File: src/rtl/csd_pkg.sv
// ----------------------------------------------------------------------------
// csd_pkg
// Shared types, constants and the low-pass tap table of the current-sense
// decimator.
// ----------------------------------------------------------------------------
package csd_pkg;

    localparam int TAP_COUNT  = 21;
    localparam int GROUP_SIZE = 4;
    localparam int TAP_W      = (TAP_COUNT > 1) ? $clog2(TAP_COUNT) : 1;

    localparam int SAMPLE_W   = 12;
    localparam int CUR_W      = 16;
    localparam int COEF_W     = 16;
    localparam int LEVEL_W    = 32;
    localparam int ACC_W      = 48;

    // configuration port
    localparam int CFG_IDX_W  = 2;
    localparam int CFG_DATA_W = 16;

    localparam logic [CFG_IDX_W-1:0] REG_ZERO_OFFSET = CFG_IDX_W'(0);
    localparam logic [CFG_IDX_W-1:0] REG_SCALE_GAIN  = CFG_IDX_W'(1);

    localparam logic [SAMPLE_W-1:0]       ZERO_OFFSET_RESET = SAMPLE_W'(2048);
    localparam logic signed [COEF_W-1:0]  SCALE_GAIN_RESET  = -16'sd1627;

    // single-pole weights in Q15
    localparam logic signed [COEF_W-1:0] STAGE_KEEP = 16'sd31130;
    localparam logic signed [COEF_W-1:0] STAGE_TAKE = 16'sd1638;

    typedef struct packed {
        logic [SAMPLE_W-1:0] sample_oldest;
        logic [SAMPLE_W-1:0] sample_second;
        logic [SAMPLE_W-1:0] sample_third;
        logic [SAMPLE_W-1:0] sample_newest;
    } in_item_t;

    typedef struct packed {
        logic signed [CUR_W-1:0] fast_current;
        logic signed [CUR_W-1:0] smoothed_current;
    } out_item_t;

    typedef enum logic [3:0] {
        OP_NONE,
        OP_LOAD,
        OP_MAC,
        OP_SCALE,
        OP_FAST,
        OP_L1A,
        OP_L1B,
        OP_L1,
        OP_L2A,
        OP_L2B,
        OP_L2,
        OP_OUT
    } csd_op_t;

    typedef struct packed {
        csd_op_t          op;
        logic [TAP_W-1:0] tap_idx;
    } csd_cmd_t;

    // symmetric low-pass taps in Q1.15, zero past the known ones
    function automatic logic signed [COEF_W-1:0] tap_coef(input logic [TAP_W-1:0] idx);
        logic signed [COEF_W-1:0] c;
        case (int'(idx))
            0, 20:   c = -16'sd3;
            1, 19:   c = -16'sd72;
            2, 18:   c = -16'sd209;
            3, 17:   c = -16'sd378;
            4, 16:   c = -16'sd394;
            5, 15:   c = 16'sd17;
            6, 14:   c = 16'sd1059;
            7, 13:   c = 16'sd2677;
            8, 12:   c = 16'sd4497;
            9, 11:   c = 16'sd5943;
            10:      c = 16'sd6495;
            default: c = '0;
        endcase
        return c;
    endfunction

endpackage

File: src/rtl/current_sense_decimator.sv
// ----------------------------------------------------------------------------
// current_sense_decimator
// Decimate-by-four low-pass of current-sensor codes, scaled to 1/128 A,
// followed by two cascaded single-pole smoothers.
// ----------------------------------------------------------------------------
//  channel   ports                        carries
//  s_        s_valid s_ready s_data       four 12-bit ADC codes, oldest first
//  m_        m_valid m_ready m_data       fast and smoothed current
//  cfg_      cfg_we cfg_index cfg_wdata   zero offset code, scale gain
//
// one item runs through one accept step, 21 tap steps through the single
// 32x16 multiply-accumulate, 8 scaling and smoothing steps and one output load.
// s_ready is registered and comes up in the cycle after reset is released.
// a finished result waits in the output register while the next item runs;
// that item holds at its output load step until the register is free.
// ----------------------------------------------------------------------------
module current_sense_decimator (
    input  logic                               aclk,
    input  logic                               aresetn,
    input  logic                               s_valid,
    output logic                               s_ready,
    input  csd_pkg::in_item_t                  s_data,
    output logic                               m_valid,
    input  logic                               m_ready,
    output csd_pkg::out_item_t                 m_data,
    input  logic                               cfg_we,
    input  logic [csd_pkg::CFG_IDX_W-1:0]      cfg_index,
    input  logic [csd_pkg::CFG_DATA_W-1:0]     cfg_wdata
);

    csd_pkg::csd_cmd_t cmd;

    csd_ctrl u_ctrl (
        .aclk    (aclk),
        .aresetn (aresetn),
        .s_valid (s_valid),
        .s_ready (s_ready),
        .m_valid (m_valid),
        .m_ready (m_ready),
        .cmd     (cmd)
    );

    csd_datapath u_datapath (
        .aclk      (aclk),
        .aresetn   (aresetn),
        .cfg_we    (cfg_we),
        .cfg_index (cfg_index),
        .cfg_wdata (cfg_wdata),
        .s_data    (s_data),
        .m_data    (m_data),
        .cmd       (cmd)
    );

`ifndef ASSERT_OFF
    // every input transfer loads the history
    a_accept_loads: assert property (@(posedge aclk) disable iff (!aresetn)
        (s_valid && s_ready) |-> (cmd.op == csd_pkg::OP_LOAD))
        else $error("input transfer without history load");

    // tap walk starts at the first tap right after a load
    a_load_then_mac: assert property (@(posedge aclk) disable iff (!aresetn)
        (cmd.op == csd_pkg::OP_LOAD) |=> (cmd.op == csd_pkg::OP_MAC && cmd.tap_idx == '0))
        else $error("tap walk did not start at tap zero");

    // a result appears only from the output load step
    a_valid_from_out: assert property (@(posedge aclk) disable iff (!aresetn)
        $rose(m_valid) |-> ($past(cmd.op) == csd_pkg::OP_OUT))
        else $error("result valid without output load");

    // no input is ready during the tap walk of an item in flight
    a_no_overlap: assert property (@(posedge aclk) disable iff (!aresetn)
        (cmd.op == csd_pkg::OP_MAC) |-> !s_ready)
        else $error("input ready during tap walk");
`endif

endmodule

File: src/rtl/csd_ctrl.sv
// ----------------------------------------------------------------------------
// csd_ctrl
// Sequencer of the decimator: accept, tap walk, scaling and smoothing steps,
// result load into the output register.
// ----------------------------------------------------------------------------
module csd_ctrl (
    input  logic              aclk,
    input  logic              aresetn,
    input  logic              s_valid,
    output logic              s_ready,
    output logic              m_valid,
    input  logic              m_ready,
    output csd_pkg::csd_cmd_t cmd
);

    typedef enum logic [3:0] {
        ST_IDLE,
        ST_MAC,
        ST_SCALE,
        ST_FAST,
        ST_L1A,
        ST_L1B,
        ST_L1,
        ST_L2A,
        ST_L2B,
        ST_L2,
        ST_OUT
    } state_t;

    localparam logic [csd_pkg::TAP_W-1:0] LAST_TAP = csd_pkg::TAP_W'(csd_pkg::TAP_COUNT - 1);

    state_t                     state_reg;
    logic [csd_pkg::TAP_W-1:0]  tap_reg;
    logic                       s_ready_reg;
    logic                       m_valid_reg;
    logic                       out_free;

    // output register can take a result this cycle
    assign out_free = !m_valid_reg || m_ready;

    always_ff @(posedge aclk) begin
        if (!aresetn) begin
            state_reg   <= ST_IDLE;
            tap_reg     <= '0;
            s_ready_reg <= 1'b0;
            m_valid_reg <= 1'b0;
        end else begin
            if (state_reg == ST_OUT && out_free) begin
                m_valid_reg <= 1'b1;
            end else if (m_valid_reg && m_ready) begin
                m_valid_reg <= 1'b0;
            end
            unique case (state_reg)
                ST_IDLE: begin
                    if (s_valid && s_ready_reg) begin
                        s_ready_reg <= 1'b0;
                        tap_reg     <= '0;
                        state_reg   <= ST_MAC;
                    end else begin
                        s_ready_reg <= 1'b1;
                    end
                end
                ST_MAC: begin
                    tap_reg <= tap_reg + 1'b1;
                    if (tap_reg == LAST_TAP) begin
                        state_reg <= ST_SCALE;
                    end
                end
                ST_SCALE: state_reg <= ST_FAST;
                ST_FAST:  state_reg <= ST_L1A;
                ST_L1A:   state_reg <= ST_L1B;
                ST_L1B:   state_reg <= ST_L1;
                ST_L1:    state_reg <= ST_L2A;
                ST_L2A:   state_reg <= ST_L2B;
                ST_L2B:   state_reg <= ST_L2;
                ST_L2:    state_reg <= ST_OUT;
                ST_OUT: begin
                    if (out_free) begin
                        s_ready_reg <= 1'b1;
                        state_reg   <= ST_IDLE;
                    end
                end
                default: state_reg <= ST_IDLE;
            endcase
        end
    end

    always_comb begin
        cmd.tap_idx = tap_reg;
        unique case (state_reg)
            ST_IDLE:  cmd.op = (s_valid && s_ready_reg) ? csd_pkg::OP_LOAD : csd_pkg::OP_NONE;
            ST_MAC:   cmd.op = csd_pkg::OP_MAC;
            ST_SCALE: cmd.op = csd_pkg::OP_SCALE;
            ST_FAST:  cmd.op = csd_pkg::OP_FAST;
            ST_L1A:   cmd.op = csd_pkg::OP_L1A;
            ST_L1B:   cmd.op = csd_pkg::OP_L1B;
            ST_L1:    cmd.op = csd_pkg::OP_L1;
            ST_L2A:   cmd.op = csd_pkg::OP_L2A;
            ST_L2B:   cmd.op = csd_pkg::OP_L2B;
            ST_L2:    cmd.op = csd_pkg::OP_L2;
            ST_OUT:   cmd.op = out_free ? csd_pkg::OP_OUT : csd_pkg::OP_NONE;
            default:  cmd.op = csd_pkg::OP_NONE;
        endcase
    end

    assign s_ready = s_ready_reg;
    assign m_valid = m_valid_reg;

endmodule

File: src/rtl/csd_datapath.sv
// ----------------------------------------------------------------------------
// csd_datapath
// Sample history, shared 32x16 multiply-accumulate, scaling, two IIR levels,
// configuration registers and the result register.
// ----------------------------------------------------------------------------
module csd_datapath (
    input  logic                               aclk,
    input  logic                               aresetn,
    input  logic                               cfg_we,
    input  logic [csd_pkg::CFG_IDX_W-1:0]      cfg_index,
    input  logic [csd_pkg::CFG_DATA_W-1:0]     cfg_wdata,
    input  csd_pkg::in_item_t                  s_data,
    output csd_pkg::out_item_t                 m_data,
    input  csd_pkg::csd_cmd_t                  cmd
);

    localparam int MUL_A_W  = csd_pkg::LEVEL_W;
    localparam int ACC_W    = csd_pkg::ACC_W;
    localparam int CUR_W    = csd_pkg::CUR_W;
    localparam int SAMPLE_W = csd_pkg::SAMPLE_W;
    localparam int LEVEL_W  = csd_pkg::LEVEL_W;

    logic [SAMPLE_W-1:0]            hist_reg [csd_pkg::TAP_COUNT];
    logic [SAMPLE_W-1:0]            hist_next [csd_pkg::TAP_COUNT];
    logic [SAMPLE_W-1:0]            group [csd_pkg::GROUP_SIZE];
    logic signed [ACC_W-1:0]        acc_reg;
    logic signed [ACC_W-1:0]        acc_next;
    logic signed [CUR_W-1:0]        fast_reg;
    logic signed [LEVEL_W-1:0]      lvl1_reg;
    logic signed [LEVEL_W-1:0]      lvl2_reg;
    logic [SAMPLE_W-1:0]            zero_offset_reg;
    logic signed [CUR_W-1:0]        gain_reg;
    csd_pkg::out_item_t             out_reg;

    logic signed [MUL_A_W-1:0]      mul_a;
    logic signed [csd_pkg::COEF_W-1:0] mul_b;
    logic signed [ACC_W-1:0]        prod;
    logic signed [ACC_W-1:0]        addend;
    logic                           prod_shift;
    logic signed [ACC_W-1:0]        fast_wide;
    logic signed [ACC_W-1:0]        lvl_wide;
    logic signed [ACC_W-1:0]        smooth_wide;

    function automatic logic signed [CUR_W-1:0] sat_cur(input logic signed [ACC_W-1:0] v);
        logic signed [CUR_W-1:0] r;
        if (v > ACC_W'(32767)) begin
            r = 16'sh7fff;
        end else if (v < -ACC_W'(32768)) begin
            r = 16'sh8000;
        end else begin
            r = v[CUR_W-1:0];
        end
        return r;
    endfunction

    function automatic logic signed [LEVEL_W-1:0] sat_lvl(input logic signed [ACC_W-1:0] v);
        logic signed [LEVEL_W-1:0] r;
        if (v > ACC_W'(64'sh7fff_ffff)) begin
            r = 32'sh7fff_ffff;
        end else if (v < -ACC_W'(64'sh8000_0000)) begin
            r = 32'sh8000_0000;
        end else begin
            r = v[LEVEL_W-1:0];
        end
        return r;
    endfunction

    assign group[0] = s_data.sample_newest;
    assign group[1] = s_data.sample_third;
    assign group[2] = s_data.sample_second;
    assign group[3] = s_data.sample_oldest;

    // four samples shift in at once, newest at entry 0
    always_comb begin
        for (int k = 0; k < csd_pkg::TAP_COUNT; k++) begin
            if (k < csd_pkg::GROUP_SIZE) begin
                hist_next[k] = group[k];
            end else begin
                hist_next[k] = hist_reg[k - csd_pkg::GROUP_SIZE];
            end
        end
    end

    // operand select for the shared multiplier
    always_comb begin
        mul_a      = '0;
        mul_b      = '0;
        addend     = '0;
        prod_shift = 1'b0;
        case (cmd.op)
            csd_pkg::OP_MAC: begin
                mul_a  = $signed({{(MUL_A_W-SAMPLE_W){1'b0}}, hist_reg[cmd.tap_idx]});
                mul_b  = csd_pkg::tap_coef(cmd.tap_idx);
                addend = acc_reg;
            end
            csd_pkg::OP_SCALE: begin
                mul_a = acc_reg[MUL_A_W-1:0];
                mul_b = gain_reg;
            end
            csd_pkg::OP_L1A: begin
                mul_a = lvl1_reg;
                mul_b = csd_pkg::STAGE_KEEP;
            end
            csd_pkg::OP_L1B: begin
                mul_a      = MUL_A_W'(fast_reg);
                mul_b      = csd_pkg::STAGE_TAKE;
                addend     = acc_reg;
                prod_shift = 1'b1;
            end
            csd_pkg::OP_L2A: begin
                mul_a = lvl2_reg;
                mul_b = csd_pkg::STAGE_KEEP;
            end
            csd_pkg::OP_L2B: begin
                mul_a  = lvl1_reg;
                mul_b  = csd_pkg::STAGE_TAKE;
                addend = acc_reg;
            end
            default: ;
        endcase
    end

    assign prod = mul_a * mul_b;

    // round half up, then floor shift
    assign fast_wide   = (acc_reg + ACC_W'(64'sd4194304)) >>> 23;
    assign lvl_wide    = (acc_reg + ACC_W'(64'sd16384)) >>> 15;
    assign smooth_wide = (ACC_W'(lvl2_reg) + ACC_W'(64'sd32768)) >>> 16;

    always_comb begin
        acc_next = acc_reg;
        case (cmd.op)
            // offset is preloaded so the tap sum lands as code difference
            csd_pkg::OP_LOAD: acc_next = -{{(ACC_W-SAMPLE_W-15){1'b0}}, zero_offset_reg, 15'b0};
            csd_pkg::OP_MAC, csd_pkg::OP_SCALE, csd_pkg::OP_L1A, csd_pkg::OP_L1B,
            csd_pkg::OP_L2A, csd_pkg::OP_L2B: begin
                acc_next = addend + (prod_shift ? (prod <<< 16) : prod);
            end
            default: ;
        endcase
    end

    always_ff @(posedge aclk) begin
        if (!aresetn) begin
            for (int k = 0; k < csd_pkg::TAP_COUNT; k++) begin
                hist_reg[k] <= '0;
            end
            lvl1_reg        <= '0;
            lvl2_reg        <= '0;
            zero_offset_reg <= csd_pkg::ZERO_OFFSET_RESET;
            gain_reg        <= csd_pkg::SCALE_GAIN_RESET;
        end else begin
            if (cmd.op == csd_pkg::OP_LOAD) begin
                hist_reg <= hist_next;
            end
            if (cmd.op == csd_pkg::OP_L1) begin
                lvl1_reg <= sat_lvl(lvl_wide);
            end
            if (cmd.op == csd_pkg::OP_L2) begin
                lvl2_reg <= sat_lvl(lvl_wide);
            end
            if (cfg_we) begin
                unique case (cfg_index)
                    csd_pkg::REG_ZERO_OFFSET: zero_offset_reg <= cfg_wdata[SAMPLE_W-1:0];
                    csd_pkg::REG_SCALE_GAIN:  gain_reg        <= cfg_wdata;
                    default: ;
                endcase
            end
        end
    end

    always_ff @(posedge aclk) begin
        acc_reg <= acc_next;
        if (cmd.op == csd_pkg::OP_FAST) begin
            fast_reg <= sat_cur(fast_wide);
        end
        if (cmd.op == csd_pkg::OP_OUT) begin
            out_reg.fast_current     <= fast_reg;
            out_reg.smoothed_current <= sat_cur(smooth_wide);
        end
    end

    assign m_data = out_reg;

endmodule

File: config.mk
export PLATFORM = sky130hd
export DESIGN_NAME = current_sense_decimator
export DESIGN_NICKNAME = d
export VERILOG_FILES = /design/src/rtl/csd_pkg.sv /design/src/rtl/current_sense_decimator.sv /design/src/rtl/csd_ctrl.sv /design/src/rtl/csd_datapath.sv
export SDC_FILE = /design/constraint.sdc
export NUM_CORES = 2
export LEC_CHECK = 0
export BUFFER_PORTS_ARGS = -buffer_cell sky130_fd_sc_hd__buf_4
export CORE_MARGIN = 1
export CORE_UTILIZATION = 29
export CTS_BUF_LIST = sky130_fd_sc_hd__clkbuf_2 sky130_fd_sc_hd__clkbuf_4 sky130_fd_sc_hd__clkbuf_8
export DETAILED_ROUTE_END_ITERATION = 12
export PLACE_DENSITY = 0.47
export SYNTH_ARGS = -nofsm -noshare
export SYNTH_HDL_FRONTEND = slang
export SYNTH_SLANG_ARGS = --single-unit
export TNS_END_PERCENT = 20
File: constraint.sdc
create_clock -name aclk -period 12.7 [get_ports aclk]
set_input_delay 2.54 -clock aclk [delete_from_list [all_inputs] [get_ports aclk]]
set_output_delay 2.54 -clock aclk [all_outputs]
set_load 0.05 [all_outputs]
==> impl_metrics.ini <==
[clock_tree]
cts_max_path_buffers = 3
tritoncts = yes
clkLatencyLatePin_ps = 800
post_cts_setup_buffer_count = 0
clk_transition_reported_paths_ps = 60
cts.root.buffer_cell = clkbuf_8
post_cts.resized_instances = 0
numClockSinks = 465
cts.htree.levels = 3
number_of_buffers_created_by_cts = 86
postCtsHoldBufs = 0

[placement]
post_dp_cell_area_mm2 = 0.0455
numPortBuffers = 104
placer_congestion_estimate = 0.921
dp_hpwl_mm = 114

[sta]
setup_viol_count_final = 0
timing.slew.headroom_pct = 24.2
grt_setup_unrepaired = false
skew_ps = 83.5
finalCritPeriodShare_pct = 93.7
achievable-frequency_mhz = 84.0
worst-slew-pin-transition_ps = 1120
final_hold_viol_count = 0
final_period_minus_worst_setup_slack_ps = 11900
report.final.slew_viol_count = 0
fin_hold_ws_ps = 441
fin_tns_setup_ps = 0

[setup_path]
worst_path_max_delay_cell = dfxtp_4
depth_of_the_worst_register_to_register_path = 36
critical-path-max-stage-delay_ps = 710
r2r_end = u_datapath.acc_reg[47]
cp-end-kind = flip-flop
start_kind = flip-flop
critPathArrivalTime_ps = 12400
top_cell_by_count_worst_path = fa_1
critical_path.max_fanout = 28
timing.rr.start = u_ctrl.tap_reg[0]
path_delay_family = adder cells
required_ps = 13200
critical_path_buf_inv_count = 4
ff2ff_setup_slack_ps = 800
start_to_end_type_of_the_worst_setup_path = flip-flop to flip-flop

[synthesis]
syn_nets = 5693
synth_warnings = 0
synth.most_common_cell = nand2_1
synth_top_cells_by_count = 1,164 x nand2_1, 559 x inv_1, 488 x fa_1
netlist.area_leader.share_pct = 23.0
postSynthRegisterBits = 465
syn_avg_cell_area_um2 = 8.57
post_synthesis_cells = 4960
synthFlopType = dfxtp_1
syn_area_mm2 = 0.0425
synth-async-reset-ratio_pct = 0
synth-edff-count = 96
synth.yosys.seq_area_share_pct = 24.2
netlist-cell-type-count = 100
yosys.area.top_type = fa_1
synth_top_area_cells = fa_1 23%, dfxtp_1 17%, nand2_1 10%

[cells_and_area]
finish.net_count = 5693
postLayoutCoreUtil_pct = 32.6
layout.cell_area.non_filler_mm2 = 0.0475
flip_flop_count_of_the_largest_register_all_copies_and_words_added = 204
area.growth.synth_to_final_pct = 11.7
drive_gt1_share_pct = 10.0

[worst_hold_path]
timing.hold.worst_endpoint = u_datapath.hist_next[100]
hold_path_depth = 2
hold_class = flip-flop to flip-flop
timing.hold.worst.start = u_datapath.hist_next[148]

[pwr]
power.net_switching_mw = 1.75
pwr-share-clk_pct = 35.5
pwr-share-seq_pct = 35.8
power.total_mw = 4.67
leakagePower_nw = 19.6
intPower_mw = 2.91
cellPowerDensity_mw_per_mm2 = 98.3
combinational_share_of_power_pct = 28.7
netSwitchingFraction_pct = 37.5
max-vdd-ir-drop_uv = 69.8

[routing]
wl_per_cell_um = 21.4
antenna_violating_nets_post_route = 0
totalWireLength_mm = 148
detail_route.iter0.violations = 2544
routed_via_density = 4.97
drt_first_pass_iters = 6
route.vias.total = 34600
drc = 0

[run]
max_cap_viols = 0

[grt]
largest_net_degree_at_the_start_of_global_routing = 165
grt_pass1_vias = 35600
gr-total-overflow = 0
first_pass_grt_wire_length_mm = 228
grt_antenna_before_repair = 7
grt_total_usage_pct = 20.3

[outcome]
run_status = finished clean

[die]
initial_utilization_pct = 29.2
num_io_pins = 105
fp.dieH_um = 385
fp.dieArea_mm2 = 0.148
core.rowCount = 140
die_w_um = 385
core-area_mm2 = 0.146
layer usage:
metal	up-vias	global-route usage [%]	part of all wire (%)
met5	-	0	0.011
met4	2	7.66	4.0
met3	218	2.43	4.8
met2	908	32.2	45
met1	17400	28.3	46
li1	16100	-	-
logic make-up after synthesis:
| logic type | after synthesis | share of synthesized area [%] |
|---|---|---|
| AOI/OAI and AO/OA | 870 | 14.0 |
| buffers and inverters | 848 | 7.66 |
| DFF | 465 | 24.2 |
| adders and majority gates | 662 | 28.1 |
| and+or+nand+nor | 1872 | 18.7 |
| xor gates and xnor gates | 163 | 3.38 |
| muxes | 80 | 4.01 |
cell type report:
| cell class | instances | area, µm² |
|---|---|---|
| clock buffer | 138 | 1720 |
| tap | 1917 | 2400 |
| fill | 15400 | 98100 |
| clock inverter | 22 | 280 |
| antenna | 2 | 5.00 |
| inverter | 560 | 2100 |
| timing repair buffer | 200 | 1550 |
| sequential | 465 | 10300 |
| multi-input combinational | 3647 | 29100 |
cells in the final DEF, fill, tap and decap left out, drive strengths merged, types with 24 or more instances in the layout:
| cell type | netlist | routed |
|---|---|---|
| o21ai | 170 | 170 |
| buf | 43 | 200 |
| nor2 | 353 | 353 |
| clkbuf | 245 | 138 |
| nor2b | 25 | 25 |
| dfxtp | 369 | 369 |
| a21oi | 127 | 127 |
| and4 | 25 | 25 |
| nand3 | 64 | 64 |
| ha | 174 | 174 |
| a21boi | 329 | 329 |
| and3 | 24 | 24 |
| and2 | 64 | 64 |
| a21o | 56 | 56 |
| xor2 | 77 | 77 |
| nand2 | 1164 | 1164 |
| inv | 559 | 563 |
| mux4 | 72 | 72 |
| nor3 | 38 | 38 |
| fa | 488 | 488 |
| nand2b | 35 | 35 |
| nand4 | 39 | 39 |
| edfxtp | 96 | 96 |
| xnor2 | 86 | 86 |
through the flow:
| stage | setup slack [ps] | instances |
|---|---|---|
| finish | 798 | 6951 |
| global route | 242 | 6951 |
| CTS | 840 | 6949 |
| detailed placement | 946 | 6789 |
| global placement | 1120 | 6789 |
| floorplan | 2420 | 4960 |
power groups by stage:
stage / logic, mW / registers, mW / clock network (mW)
global placement: 1.33 / 1.70 / 0
CTS: 1.34 / 1.67 / 1.70
detailed placement: 1.33 / 1.70 / 0
floorplan: 0.887 / 1.64 / 0
global route: 1.47 / 1.67 / 1.77
finish: 1.34 / 1.67 / 1.65
how the worst max path moves through the flow:
stage                           start                     end  slack [ps]  depth (start not counted)
global placement    u_ctrl.tap_reg[0]  u_datapath.acc_reg[47]        1120                         38
finish              u_ctrl.tap_reg[0]  u_datapath.acc_reg[47]         800                         36
CTS                 u_ctrl.tap_reg[0]  u_datapath.acc_reg[47]         840                         38
global route        u_ctrl.tap_reg[0]  u_datapath.acc_reg[47]         240                         41
detailed placement  u_ctrl.tap_reg[0]  u_datapath.acc_reg[47]         950                         38
floorplan           u_ctrl.tap_reg[1]  u_datapath.acc_reg[47]        2420                         41
tightest hold or removal path: stages, from the launching register on:
cell and delay (ps):
dfxtp_1 320, nand2_1 50, a21boi_0 60
Note: power is estimated with default switching activity, not from simulation.
